$ cat src/rtl/speed_pid_drive_command_unit_assert.svh
// Assertion macros used by the RTL control file spdc_ctrl.
`ifndef SPEED_PID_DRIVE_COMMAND_UNIT_ASSERT_SVH
`define SPEED_PID_DRIVE_COMMAND_UNIT_ASSERT_SVH

`ifndef ASSERT_OFF
`define SPDC_ASSERT_IMPL(label, ante, cons) \
    label: assert property (@(posedge i_clk) disable iff (!i_rst_n) (ante) |-> (cons)) \
        else $error("spdc assertion failed");
`define SPDC_ASSERT_NEXT(label, ante, cons) \
    label: assert property (@(posedge i_clk) disable iff (!i_rst_n) (ante) |=> (cons)) \
        else $error("spdc assertion failed");
`else
`define SPDC_ASSERT_IMPL(label, ante, cons)
`define SPDC_ASSERT_NEXT(label, ante, cons)
`endif

`endif

$ cat src/rtl/spdc_pkg.sv
package spdc_pkg;

    localparam int SPEED_W = 16;
    localparam int GAIN_W  = 24;
    localparam int ILIM_W  = 15;
    localparam int DRIVE_W = 21;
    localparam int CFG_W   = 24;
    localparam int IDX_W   = 3;
    localparam int DIFF_W  = 17;
    localparam int INTEG_W = 32;
    localparam int ACC_W   = 42;
    localparam int SUM_W   = 43;
    localparam int PROD_W  = 62;
    localparam int Y_W     = 30;
    localparam int Q_W     = 22;

    localparam logic [IDX_W-1:0] REG_PROP_GAIN   = 3'd0;
    localparam logic [IDX_W-1:0] REG_INTEG_GAIN  = 3'd1;
    localparam logic [IDX_W-1:0] REG_DERIV_GAIN  = 3'd2;
    localparam logic [IDX_W-1:0] REG_INTEG_LIMIT = 3'd3;
    localparam logic [IDX_W-1:0] REG_DRIVE_LIMIT = 3'd4;

    localparam logic [GAIN_W-1:0]  RST_PROP_GAIN   = 24'd19661;
    localparam logic [GAIN_W-1:0]  RST_INTEG_GAIN  = 24'd1311;
    localparam logic [GAIN_W-1:0]  RST_DERIV_GAIN  = 24'd983040;
    localparam logic [ILIM_W-1:0]  RST_INTEG_LIMIT = 15'd1000;
    localparam logic [DRIVE_W-1:0] RST_DRIVE_LIMIT = 21'd65536;

    // round(x / 1500) = floor((x + 750) / 4 / 375), 1/375 as M / 2^39
    localparam logic [SUM_W-1:0]   HALF_DIV    = 43'd750;
    localparam logic [30:0]        RECIP_M     = 31'd1466015504;
    localparam int                 RECIP_SHIFT = 39;
    localparam logic [DRIVE_W-1:0] DEAD_BAND   = 21'd6;

    typedef struct packed {
        logic [GAIN_W-1:0]  prop_gain;
        logic [GAIN_W-1:0]  integ_gain;
        logic [GAIN_W-1:0]  deriv_gain;
        logic [ILIM_W-1:0]  integ_limit;
        logic [DRIVE_W-1:0] drive_limit;
    } t_cfg;

    typedef enum logic [1:0] {
        MUL_KI,
        MUL_KP,
        MUL_KD,
        MUL_RECIP
    } t_mul_sel;

    typedef enum logic [2:0] {
        ST_IDLE,
        ST_MULI,
        ST_INT,
        ST_PROP,
        ST_DERIV,
        ST_MAG,
        ST_DIV,
        ST_OUT
    } t_state;

    typedef struct packed {
        logic     load_in;
        logic     mul_en;
        t_mul_sel mul_sel;
        logic     int_upd;
        logic     sum_add;
        logic     mag_load;
        logic     out_load;
    } t_cmd;

endpackage

$ cat src/rtl/spdc_regs.sv
module spdc_regs (
    input  logic                         i_clk,
    input  logic                         i_rst_n,
    input  logic                         i_cfg_we,
    input  logic [spdc_pkg::IDX_W-1:0]   i_cfg_idx,
    input  logic [spdc_pkg::CFG_W-1:0]   i_cfg_data,
    output spdc_pkg::t_cfg               o_cfg
);

    spdc_pkg::t_cfg r_cfg;

    always_ff @(posedge i_clk) begin
        if (!i_rst_n) begin
            r_cfg.prop_gain   <= spdc_pkg::RST_PROP_GAIN;
            r_cfg.integ_gain  <= spdc_pkg::RST_INTEG_GAIN;
            r_cfg.deriv_gain  <= spdc_pkg::RST_DERIV_GAIN;
            r_cfg.integ_limit <= spdc_pkg::RST_INTEG_LIMIT;
            r_cfg.drive_limit <= spdc_pkg::RST_DRIVE_LIMIT;
        end else if (i_cfg_we) begin
            case (i_cfg_idx)
                spdc_pkg::REG_PROP_GAIN: begin
                    r_cfg.prop_gain <= i_cfg_data;
                end
                spdc_pkg::REG_INTEG_GAIN: begin
                    r_cfg.integ_gain <= i_cfg_data;
                end
                spdc_pkg::REG_DERIV_GAIN: begin
                    r_cfg.deriv_gain <= i_cfg_data;
                end
                spdc_pkg::REG_INTEG_LIMIT: begin
                    r_cfg.integ_limit <= i_cfg_data[spdc_pkg::ILIM_W-1:0];
                end
                spdc_pkg::REG_DRIVE_LIMIT: begin
                    r_cfg.drive_limit <= i_cfg_data[spdc_pkg::DRIVE_W-1:0];
                end
                default: begin
                end
            endcase
        end
    end

    assign o_cfg = r_cfg;

endmodule

$ cat config.mk
export PLATFORM = sky130hd
export DESIGN_NAME = spdc_regs
export DESIGN_NICKNAME = d
export VERILOG_FILES = /design/src/rtl/speed_pid_drive_command_unit_assert.svh /design/src/rtl/spdc_pkg.sv /design/src/rtl/spdc_regs.sv
export SDC_FILE = /design/constraint.sdc
export NUM_CORES = 1
export LEC_CHECK = 0
export BUFFER_PORTS_ARGS = -buffer_cell sky130_fd_sc_hd__buf_2
export CORE_MARGIN = 2
export CORE_UTILIZATION = 54
export DETAILED_ROUTE_END_ITERATION = 10
export GPL_TIMING_DRIVEN = 0
export PLACE_DENSITY = 0.88
export SLEW_MARGIN = 20
export SYNTH_ARGS = -nofsm -noshare
export SYNTH_HDL_FRONTEND = slang
export SYNTH_SLANG_ARGS = --single-unit
$ cat constraint.sdc
create_clock -name i_clk -period 1.89 [get_ports i_clk]
set_clock_uncertainty 0.05 [all_clocks]
set_input_delay 0.4725 -clock i_clk [delete_from_list [all_inputs] [get_ports i_clk]]
set_output_delay 0.4725 -clock i_clk [all_outputs]
set_load 0.02 [all_outputs]
After elaboration in Yosys (flattened, before gate mapping) --
Index checks and enable logic that the tools add are counted. Widths: inputs -> output; s select.
Operators by class: add/sub/neg operators 0, multipliers 0, div/mod/pow operators 0, order comparisons 0, equality and inequality tests 4, shifts and indexed selects 0, muxes and demuxes 0, bitwise gates (word level) 0, reduce and logical (&&, ||, !) cells 6
Operator list (count):
- $reduce_and 2->1 | 5
- $eq 3x2->1 const B | 2
- $eq 3x1->1 const B | 1
- $eq 3x3->1 const B | 1
- $logic_not 3->1 | 1
Storage, ports and cells: register bits 108, latch bits 0, memory bits (writable) 0, ROM bits 0, input port bits 30, word-level logic and storage cells 15, memories kept 0

Longest topological paths before layout --
word-level depth 2, mapped depth 4

Worst setup path after synthesis --
No wires, ideal clock.
kind input to register, from input i_cfg_idx[0] (netlist bit), to register r_cfg (netlist bit o_cfg[96]), setup time 72 ps, arrival 1217 ps, slack 551 ps, stages 4, path through nor4b_2 buf_4 buf_12 mux2i_1
Between the ends: cells in the longest elaborated chain, start to end 2
RTL lines:
- from (decl) | RTL line spdc_regs.sv:5 | input logic [spdc_pkg::IDX_W-1:0] i_cfg_idx,
- $logic_not 3->1 | RTL line spdc_regs.sv:20 | case (i_cfg_idx)
- $reduce_and 2->1 (no line)
- to (decl) | RTL line spdc_regs.sv:10 | spdc_pkg::t_cfg r_cfg;
No other way between the ends. A chain may end at the register's enable or synchronous reset.

Worst setup path in the final report --
from register r_cfg (netlist bit o_cfg[46]), to output o_cfg[46] (netlist bit)
RTL lines:
- to (decl) | RTL line spdc_regs.sv:7 | output spdc_pkg::t_cfg o_cfg
No word-level cell between the ends.

==> metrics.md <==
| Metric | Value |
|---|---|
| Status | `finished, final reports clean` |
| CTS tree | `done` |
| Post-synthesis cell area | `4205 µm²` |
| GRT Overall Usage | `0.2665` |
| Max FFs per register | `108` |
| Combinational power share | `0.099` |
| Worst Setup End Kind | `output port` |
| Post-Syn Area per Cell | `10.46 µm²` |
| Largest net degree at the start of global routing | `17` |
| Flop pwr share | `0.572` |
| Drt wl/cell | `16.96 µm` |
| Yosys warns | `0` |
| R2R cell count | `2` |
| CP Cell Sequence | `buf_2` |
| Syn_nets | `432` |
| Worst Path Max Fanout | `2` |
| CP max stage delay | `0.37 ns` |
| CORE AREA | `7647 µm²` |
| Crit path arrival time | `0.90 ns` |
| Seq/Total Area, Yosys | `0.5141` |
| Placed cell count | `640` |
| Final min period | `1.425 ns` |
| Layout cells sized above 1 | `0.3123` |
| Family with the most delay on the worst path | `flip-flops` |
| Post-layout util | `0.6798` |
| Biggest area consumer among synthesized cells | `dfxtp_1` |
| Leakage power | `0.002565 µW` |
| Slew HR | `0.5669` |
| NumNets Final | `579` |
| Clock sinks | `108` |
| Commonest cells after routing, fill and taps aside | `buf_2 (146), mux2i_1 (108), dfxtp_1 (108), nand2_1 (106), nor2b_1 (43)` |
| CP max-delay cell | `dfxtp_1` |
| Detailed Place HPWL | `8093 µm` |
| Final TNS setup | `0 ns` |
| Fin. Hold Viols | `0` |
| PortBufs | `136` |
| Drt first pass iters | `5` |
| Worst-case clock buffer depth | `2` |
| Initial Util | `0.5499` |
| Net Sw Power | `1021 µW` |
| Max-cap violations | `0` |
| Area Growth Syn to Fin | `23.62%` |
| Worst skew pair latency | `0.36 ns` |
| Hold EP | `o_cfg[95]$_SDFFE_PN1P_` |
| Clock Pin Slew Worst Setup and Hold Paths | `0.10 ns` |
| PD cells | `790.3 nW/µm²` |
| Final non-filler cell total | `656` |
| Clock power frac | `0.329` |
| Top-level port count | `138` |
| Via count | `3413` |
| Die X | `92.25 µm` |
| # H-tree levels | `3` |
| CTS resizes | `0` |
| Pint | `3088 µW` |
| Die area | `8509 µm²` |
| Hold Path Stages | `3` |
| R2R setup slack | `1.19 ns` |
| Most common cell after layout, fill and taps aside | `buf_2` |
| Die height | `92.25 µm` |
| Reg2Reg Capture Point | `o_cfg[7]$_SDFFE_PN0P_` |
| Post-DP Area | `5014 µm²` |
| Worst hold slack | `0.3359 ns` |
| Crit Path Class | `register to output port` |
| Final wirelength | `11130 µm` |
| Antenna-violating nets left | `0` |
| Worst path bufs/invs | `1` |
| Hold Buf Count CTS | `0` |
| Antenna violations before repair | `0` |
| Number of buffers created by CTS | `9` |
| Routability cong. | `0.8216` |
| Sw frac | `0.2485` |
| DR iter-0 viols | `148` |
| Worst VDD drop | `0.0005608 V` |
| FP Rows | `32` |
| Cells after Synth | `402` |
| Total grt overflow | `0` |
| Netlist cell types | `16` |
| Req. time, crit path | `1.37 ns` |
| Max Freq | `0.7020 GHz` |
| Global-route wire length before repair | `17490 µm` |
| Clk Tree Root Cell | `clkbuf_8` |
| Max Slew Vio Count | `0` |
| Hold_sp | `i_cfg_data[11]` |
| Endpoints failing setup | `0` |
| Fin crit share | `0.7537` |
| Post-synth top area share | `0.5141` |
| DRC violations left | `0` |
| Reg2reg start | `o_cfg[7]$_SDFFE_PN0P_` |
| Startpoint type of the worst setup path | `register` |
| Fillers | `619` |
| Slew @ Worst Pin | `0.6496 ns` |
| Vias per std cell | `5.203` |
| Main area contributors after synthesis | `dfxtp_1 (51%), mux2i_1 (26%), nand2_1 (9.5%)` |
| Yosys reg bits | `108` |
| Min-delay worst type | `input port to register` |
| Post-CTS Setup Bufs | `0` |
| Unrepaired setup endpoints after global routing | `false` |
| Post-route cell area | `5199 µm²` |
| Ant. Diodes | `0` |
| Vias in the first global route | `3473` |
-- cells by family after synthesis --
kind of cell           share of synthesized area
muxes                                     0.2571
buffers and inverters                    0.04671
and+or+nand+nor                           0.1821
DFF                                       0.5141
-- metal layers --
| metal | GRT usage | up-vias | part of all wire |
|---|---|---|---|
| met5 | 0 | - | 0 |
| met4 | 0.09204 | 0 | 0.017 |
| met3 | 0.05834 | 16 | 0.076 |
| met2 | 0.4559 | 137 | 0.48 |
| met1 | 0.3325 | 1645 | 0.42 |
| li1 | - | 1615 | - |
-- power by group through the flow --
stage	Sequential [µW]	Clock, µW	Combinational [µW]
after detailed placement	2400	0	405
after CTS	2350	1370	407
after floorplan	2460	0	184
after global routing	2360	1450	434
after global placement	2400	0	394
final	2350	1350	406
-- final cells by class --
class	instances	area, µm²	share of cell area
Tap cell	102	127.6	0.02455
Buffer	29	196.4	0.03779
Sequential cell	108	2162	0.4159
Clock buffer	12	135.1	0.02599
Multi-Input combinational cell	265	1847	0.3552
Clock inverter	4	50.05	0.009627
Timing Repair Buffer	136	680.7	0.1309
-- worst max path at each step --
| stage | depth (start not counted) | from | to | slack (ns) |
|---|---|---|---|---|
| 6_report | 1 | o_cfg[46]$_SDFFE_PN0P_ | o_cfg[46] | 0.47 |
| 5_1_grt | 1 | o_cfg[36]$_SDFFE_PN0P_ | o_cfg[36] | 0.43 |
| 4_1_cts | 1 | o_cfg[46]$_SDFFE_PN0P_ | o_cfg[46] | 0.46 |
| 3_5_place_dp | 5 | i_cfg_idx[0] | o_cfg[104]$_SDFFE_PN0P_ | 0.22 |
| 3_3_place_gp | 5 | i_cfg_idx[0] | o_cfg[86]$_SDFFE_PN1P_ | 0.27 |
| 2_1_floorplan | 4 | i_cfg_idx[0] | o_cfg[96]$_SDFFE_PN0P_ | 0.55 |
-- worst reg2reg max path: cells and delay by family, from the launching register on --
kind | cells | cell delay, ns
flip-flops | 1 | 0.34
multiplexers | 1 | 0.17
AND/OR/NAND/NOR | 1 | 0.06
-- cells in the mapped netlist --
library cell and count:
buf_2 10, nor2b_1 43, mux2i_1 108, nand2_1 106
and4bb_1 1, nand4bb_1 3, nor4b_2 1, buf_12 2
clkbuf_1 8, dfxtp_1 108, clkbuf_2 1, nand4b_2 1
buf_4 5, and4bb_2 1, buf_6 3, and4b_1 1
-- through the flow --
stage | setup slack, ns | total power, µW
after floorplan | 0.5513 | 2647
after global placement | 0.2667 | 2796
after global routing | 0.4332 | 4245
after detailed placement | 0.2238 | 2808
after CTS | 0.4618 | 4130
final | 0.4655 | 4108
No activity file was read; power rests on OpenSTA's default activity.
