===== src/rtl/speed_pid_drive_command_unit_assert.svh =====
// Assertion macros used by the RTL control file spdc_ctrl.
`ifndef SPEED_PID_DRIVE_COMMAND_UNIT_ASSERT_SVH
`define SPEED_PID_DRIVE_COMMAND_UNIT_ASSERT_SVH

`ifndef ASSERT_OFF
`define SPDC_ASSERT_IMPL(label, ante, cons) \
    label: assert property (@(posedge i_clk) disable iff (!i_rst_n) (ante) |-> (cons)) \
        else $error("spdc assertion failed");
`define SPDC_ASSERT_NEXT(label, ante, cons) \
    label: assert property (@(posedge i_clk) disable iff (!i_rst_n) (ante) |=> (cons)) \
        else $error("spdc assertion failed");
`else
`define SPDC_ASSERT_IMPL(label, ante, cons)
`define SPDC_ASSERT_NEXT(label, ante, cons)
`endif

`endif


===== src/rtl/spdc_pkg.sv =====
package spdc_pkg;

    localparam int SPEED_W = 16;
    localparam int GAIN_W  = 24;
    localparam int ILIM_W  = 15;
    localparam int DRIVE_W = 21;
    localparam int CFG_W   = 24;
    localparam int IDX_W   = 3;
    localparam int DIFF_W  = 17;
    localparam int INTEG_W = 32;
    localparam int ACC_W   = 42;
    localparam int SUM_W   = 43;
    localparam int PROD_W  = 62;
    localparam int Y_W     = 30;
    localparam int Q_W     = 22;

    localparam logic [IDX_W-1:0] REG_PROP_GAIN   = 3'd0;
    localparam logic [IDX_W-1:0] REG_INTEG_GAIN  = 3'd1;
    localparam logic [IDX_W-1:0] REG_DERIV_GAIN  = 3'd2;
    localparam logic [IDX_W-1:0] REG_INTEG_LIMIT = 3'd3;
    localparam logic [IDX_W-1:0] REG_DRIVE_LIMIT = 3'd4;

    localparam logic [GAIN_W-1:0]  RST_PROP_GAIN   = 24'd19661;
    localparam logic [GAIN_W-1:0]  RST_INTEG_GAIN  = 24'd1311;
    localparam logic [GAIN_W-1:0]  RST_DERIV_GAIN  = 24'd983040;
    localparam logic [ILIM_W-1:0]  RST_INTEG_LIMIT = 15'd1000;
    localparam logic [DRIVE_W-1:0] RST_DRIVE_LIMIT = 21'd65536;

    // round(x / 1500) = floor((x + 750) / 4 / 375), 1/375 as M / 2^39
    localparam logic [SUM_W-1:0]   HALF_DIV    = 43'd750;
    localparam logic [30:0]        RECIP_M     = 31'd1466015504;
    localparam int                 RECIP_SHIFT = 39;
    localparam logic [DRIVE_W-1:0] DEAD_BAND   = 21'd6;

    typedef struct packed {
        logic [GAIN_W-1:0]  prop_gain;
        logic [GAIN_W-1:0]  integ_gain;
        logic [GAIN_W-1:0]  deriv_gain;
        logic [ILIM_W-1:0]  integ_limit;
        logic [DRIVE_W-1:0] drive_limit;
    } t_cfg;

    typedef enum logic [1:0] {
        MUL_KI,
        MUL_KP,
        MUL_KD,
        MUL_RECIP
    } t_mul_sel;

    typedef enum logic [2:0] {
        ST_IDLE,
        ST_MULI,
        ST_INT,
        ST_PROP,
        ST_DERIV,
        ST_MAG,
        ST_DIV,
        ST_OUT
    } t_state;

    typedef struct packed {
        logic     load_in;
        logic     mul_en;
        t_mul_sel mul_sel;
        logic     int_upd;
        logic     sum_add;
        logic     mag_load;
        logic     out_load;
    } t_cmd;

endpackage


===== src/rtl/spdc_ctrl.sv =====
`include "speed_pid_drive_command_unit_assert.svh"

module spdc_ctrl (
    input  logic           i_clk,
    input  logic           i_rst_n,
    input  logic           i_in_valid,
    output logic           o_in_ready,
    output logic           o_out_valid,
    input  logic           i_out_ready,
    output spdc_pkg::t_cmd o_cmd
);

    spdc_pkg::t_state r_state;
    spdc_pkg::t_state n_state;
    logic             r_out_valid;
    logic             n_out_valid;
    logic             out_free;

    always_ff @(posedge i_clk) begin
        if (!i_rst_n) begin
            r_state     <= spdc_pkg::ST_IDLE;
            r_out_valid <= 1'b0;
        end else begin
            r_state     <= n_state;
            r_out_valid <= n_out_valid;
        end
    end

    always_comb begin
        n_state     = r_state;
        o_cmd       = '0;
        o_cmd.mul_sel = spdc_pkg::MUL_KI;
        o_in_ready  = 1'b0;
        out_free    = !r_out_valid || i_out_ready;
        n_out_valid = r_out_valid && !i_out_ready;
        case (r_state)
            spdc_pkg::ST_IDLE: begin
                o_in_ready    = 1'b1;
                o_cmd.load_in = i_in_valid;
                if (i_in_valid) begin
                    n_state = spdc_pkg::ST_MULI;
                end
            end
            spdc_pkg::ST_MULI: begin
                o_cmd.mul_en  = 1'b1;
                o_cmd.mul_sel = spdc_pkg::MUL_KI;
                n_state       = spdc_pkg::ST_INT;
            end
            spdc_pkg::ST_INT: begin
                o_cmd.int_upd = 1'b1;
                o_cmd.mul_en  = 1'b1;
                o_cmd.mul_sel = spdc_pkg::MUL_KP;
                n_state       = spdc_pkg::ST_PROP;
            end
            spdc_pkg::ST_PROP: begin
                o_cmd.sum_add = 1'b1;
                o_cmd.mul_en  = 1'b1;
                o_cmd.mul_sel = spdc_pkg::MUL_KD;
                n_state       = spdc_pkg::ST_DERIV;
            end
            spdc_pkg::ST_DERIV: begin
                o_cmd.sum_add = 1'b1;
                n_state       = spdc_pkg::ST_MAG;
            end
            spdc_pkg::ST_MAG: begin
                o_cmd.mag_load = 1'b1;
                n_state        = spdc_pkg::ST_DIV;
            end
            spdc_pkg::ST_DIV: begin
                o_cmd.mul_en  = 1'b1;
                o_cmd.mul_sel = spdc_pkg::MUL_RECIP;
                n_state       = spdc_pkg::ST_OUT;
            end
            spdc_pkg::ST_OUT: begin
                // hold until the output register is free
                if (out_free) begin
                    o_cmd.out_load = 1'b1;
                    n_out_valid    = 1'b1;
                    n_state        = spdc_pkg::ST_IDLE;
                end
            end
            default: begin
                n_state = spdc_pkg::ST_IDLE;
            end
        endcase
    end

    assign o_out_valid = r_out_valid;

    `SPDC_ASSERT_NEXT(a_accept_starts, i_in_valid && o_in_ready, r_state == spdc_pkg::ST_MULI)
    `SPDC_ASSERT_IMPL(a_busy_not_ready, r_state != spdc_pkg::ST_IDLE, !o_in_ready)
    `SPDC_ASSERT_NEXT(a_out_hold, (r_state == spdc_pkg::ST_OUT) && r_out_valid && !i_out_ready, (r_state == spdc_pkg::ST_OUT) && r_out_valid)
    `SPDC_ASSERT_IMPL(a_load_needs_free, o_cmd.out_load, !r_out_valid || i_out_ready)

endmodule


===== config.mk =====
export PLATFORM = sky130hd
export DESIGN_NAME = spdc_ctrl
export DESIGN_NICKNAME = d
export VERILOG_FILES = /design/src/rtl/spdc_pkg.sv /design/src/rtl/spdc_ctrl.sv
export VERILOG_INCLUDE_DIRS = /design/src /design/src/rtl
export SDC_FILE = /design/constraint.sdc
export NUM_CORES = 1
export LEC_CHECK = 0
export CORE_AREA = 4 4 41 43
export DETAILED_ROUTE_END_ITERATION = 8
export DIE_AREA = 0 0 45 47
export DONT_BUFFER_PORTS = 1
export GPL_TIMING_DRIVEN = 0
export PLACE_DENSITY = 0.37
export SLEW_MARGIN = 20
export SYNTH_ARGS = -nofsm -noshare
export SYNTH_HDL_FRONTEND = slang
export SYNTH_SLANG_ARGS = --single-unit

===== constraint.sdc =====
create_clock -name i_clk -period 1.3 [get_ports i_clk]
set_input_delay 0.13 -clock i_clk [delete_from_list [all_inputs] [get_ports i_clk]]
set_output_delay 0.13 -clock i_clk [all_outputs]
set_load 0.02 [all_outputs]

After elaboration in Yosys (flattened, before gate mapping)
Index checks and enable logic that the tools add are counted.
{ "totals": {"wordCells": 31, "out_inout_bits": 10, "ff_bits": 4, "inputBits": 4} }
{ "classes": {"reduce_logical": 7, "mux": 13, "n_eq_ne": 9} }
{ "op_table": {"columns": ["cell", "n"], "rows": [
  ["3-bit one-hot mux with 8 select lines", 1],
  ["3-bit == test, second input constant", 4],
  ["3-bit one-hot mux with 4 select lines", 1],
  ["1-bit two-way mux", 9],
  ["3-bit by 2-bit == test with 1-bit output, second input constant", 2],
  ["3-bit two-way mux", 2],
  ["2-bit inequality test, second input constant", 2],
  ["3-bit by 1-bit == test with 1-bit output, second input constant", 1],
  ["3-bit logical NOT", 1],
  ["1-bit logical NOT", 2],
  ["2-bit AND reduction", 1],
  ["2-bit OR reduction", 1],
  ["1-bit logical AND", 1],
  ["1-bit logical OR", 1]
]} }

Logic depth before layout (Yosys ltp)
{ "depth": {"depth_word": 4, "ltp_mapped": 3, "ltp_nobuf": 2} }

Worst setup path after synthesis
Ideal clock, no wire load.
{ "synth_timing": {"path_kind": "reg-to-output", "startpoint": "reg r_state[2]", "endpoint": "out o_cmd[7] (netlist name)", "path_buffers": 1, "required_ps": 1170, "path_stages_with_launch": 4, "arrival_time_ps": 1295, "setup_slack_ps": -125, "cell_sequence": "dfxtp_1 buf_6 nor3_1 and2_1"} }
{ "synth_rtl": {"columns": ["element", "line", "text"], "rows": [
  ["start: declaration", "spdc_ctrl.sv:13", "spdc_pkg::t_state r_state;"],
  ["start signal: assignment", "spdc_ctrl.sv:21", "r_state <= spdc_pkg::ST_IDLE;"],
  ["start signal: assignment", "spdc_ctrl.sv:24", "r_state <= n_state;"],
  ["end: declaration", "spdc_ctrl.sv:10", "output spdc_pkg::t_cmd o_cmd"]
]} }

==> impl_metrics.ini <==
[run_status]
status = finished, violations left
violations = negative setup slack

[critical_path]
arrival_ns = 1.21
path_delay_family = simple AND/OR/NAND/NOR gates
critPathMaxStageDelay_ns = 0.31
cp_max_fo = 7
crit_buf_inv = 1
path_cells = buf_6 > nor3_4 > and2_4
timing.reg2reg.setup_slack_ns = 0.18
cp.required_ns = 1.17
crit_type = reg -> out
cp-start-kind = flip-flop
cp_slowest_cell = dfxtp_2
worst_setup_path_end_kind = output port

[floorplanning]
io_pins = 14
die_area_mm2 = 0.00212
fp-row-count = 13
start_util_pct = 22.6
dieHeight_um = 47
die_w_um = 45
core-area_mm2 = 0.00130

[pwr]
powerDensity_mw_per_mm2 = 984
p_clk_share_pct = 31.1
p_sw_share_pct = 31.4
p_leak_uw = 0.000215
combPwrFrac_pct = 39.3
ir_drop_mv = 0.432
seq_power_share_pct = 29.6
p_switching_uw = 149
p_int_uw = 325

[layout]
synthToLayoutAreaGrowth_pct = 63.8
multiInputGateArea_um2 = 230
fill_cells = 145
finalNetCount = 53
diodes = 0
seqCellArea_um2 = 85.1
layout-drive-gt1-share_pct = 72.3
fin_cells = 62

[detailed_routing]
routedWlPerCell_um = 12.7
first_pass_iters = 3
via_per_inst = 4.81
antenna_left = 0
routed_wl_um = 785
drt_iter0_drc = 4
drc_errors = 0
via_count = 298

[sta]
finalCritPeriodShare_pct = 103
setup_viol = 2
fin_ws_ns = -0.0408
worst_pin_slew_ns = 0.295
slew-limit-headroom_pct = 80.3
rsz0062_at_grt = true
drv_slew = 0
hold-worst-slack_ns = 0.0362
skew_ns = 0.00259
period_needed_ns = 1.34
fmax_mhz = 746
finalHoldViolations = 0

[synthesis]
async_flop_share_pct = 0
yosys.area.top_type = dfxtp_1
syn_area_per_cell_um2 = 8.65
synth_area_leaders = dfxtp_1 27%, buf_6 11%, nor2b_1 6.4%
ys_warn_count = 0
ys_types = 23
synth_edf_count = 0
syn-num-nets = 38
ys_seq_area_share_pct = 27.2
syn_inst = 34
synth_area_um2 = 294
synth-seq-cells = 4
synth_ff_type = dfxtp_1
synth_top_area_share_pct = 27.2

[global_route]
grt_pass1_wl_um = 1080
grt_max_degree = 11
grt.overflow.total = 0
grt_pass1_vias = 252
antenna_found_initial = 0
track_usage_pct = 7.82

[clock_tree]
clkSinkCount = 4
worstSkewPairLatency_ns = 0.23
cts.clk_slew.worst_paths_ns = 0.03
cts_tree = built
clockRootBuffer = clkbuf_4
cts.htree.levels = 1
clk_path_buf_depth = 2
ctsHoldBuffers = 0
cts_made_buffers = 3

[placed_design]
io_buffers = 0
pre_cts_ws_ns = 0.0156
gp_congestion = 0.753
dp_hpwl_um = 488
placed_cells = 49

[min_path]
hp-class = in -> reg

[job]
max-cap-violations = 0
==> through the flow <==
step	cell area, um2	power, uW	setup TNS, ns	utilization [%]
floorplan	299	251	0	-
global placement	318	265	0	24.4
detailed placement	318	266	0	24.4
CTS	374	450	-0.122	28.7
global route	482	515	-0.186	37.0
finish	482	474	-0.0507	37.0
==> worst paths after layout <==
| path | depth (start not counted) | start | to |
|---|---|---|---|
| setup / recovery | 3 | r_state[2] | o_cmd[7] |
| hold / removal | 1 | i_rst_n | r_state[2] |
| setup reg to reg | 5 | r_state[2] | r_state[0] |
| hold reg to reg | 2 | r_state[1] | r_state[0] |
==> synthesized netlist by cell type, drive strengths merged, types with 2 or more instances <==
library cell,n
nand2,2
o21ai,2
nor2,2
dfxtp,4
nor3,2
buf,3
and2b,2
nor2b,3
nand3b,2
==> cells by family (layout without fill, tap and decap cells) <==
group | after synthesis | in the layout | share of synthesized area, %
flip-flops | 4 | 4 | 27.2
AND/OR/NAND/NOR | 18 | 18 | 37.9
buffers and inverters | 4 | 17 | 12.8
AO/OA/AOI/OAI | 8 | 8 | 22.1
==> timing repair <==
action | in CTS | in global routing
gates resized for setup | 8 | 11
pin swaps | 2 | 4
setup buffers | 2 | 8
setup endpoints to repair | 5 | 6
==> metal layers <==
| metal | wire length (um) | GRT usage, % | vias to the layer above |
|---|---|---|---|
| li1 | - | - | 144 |
| met1 | 336 | 7.50 | 140 |
| met2 | 358 | 11.0 | 12 |
| met3 | 84 | 6.90 | 2 |
| met4 | 5 | 5.26 | 0 |
| met5 | 0 | 0 | - |
==> placed cells by master, fill, tap and decap left out <==
| cell type | instances |
|---|---|
| o21ai_0 | 1 |
| nor2_2 | 1 |
| and2b_2 | 2 |
| a21oi_1 | 1 |
| nor2b_1 | 2 |
| a31oi_1 | 1 |
| nor3_2 | 1 |
| nand3_2 | 1 |
| nor3_4 | 1 |
| buf_4 | 9 |
| or3b_4 | 1 |
| and2_4 | 1 |
| a21o_1 | 1 |
| nand3b_1 | 2 |
| clkbuf_4 | 3 |
| inv_1 | 1 |
| or2_4 | 1 |
| o211a_1 | 1 |
| nand2b_1 | 1 |
| o21a_4 | 1 |
| a2111oi_2 | 1 |
| buf_6 | 3 |
| dfxtp_2 | 4 |
| o21ai_4 | 1 |
| nor2b_2 | 1 |
| nand2_1 | 2 |
| buf_12 | 1 |
| nor2_4 | 1 |
==> power groups by stage <==
stage	registers (uW)	clock network (uW)	logic [uW]
5_1_grt	141	173	201
2_1_floorplan	139	0	112
3_5_place_dp	140	0	126
6_report	140	148	187
3_3_place_gp	141	0	125
4_1_cts	139	158	153
==> final cells by class <==
cell class | instances | share of cell area, %
buffer | 3 | 7.01
clock buffer | 3 | 4.68
inverter | 1 | 0.779
multi-input combinational | 26 | 47.8
sequential | 4 | 17.7
tap | 15 | 3.90
timing repair buffer | 10 | 18.2
==> flip-flops by register name (all words and copies together) (netlist names) <==
signal and flops:
r_state 3, o_out_valid 1
Note: power is estimated with default switching activity, not from simulation.
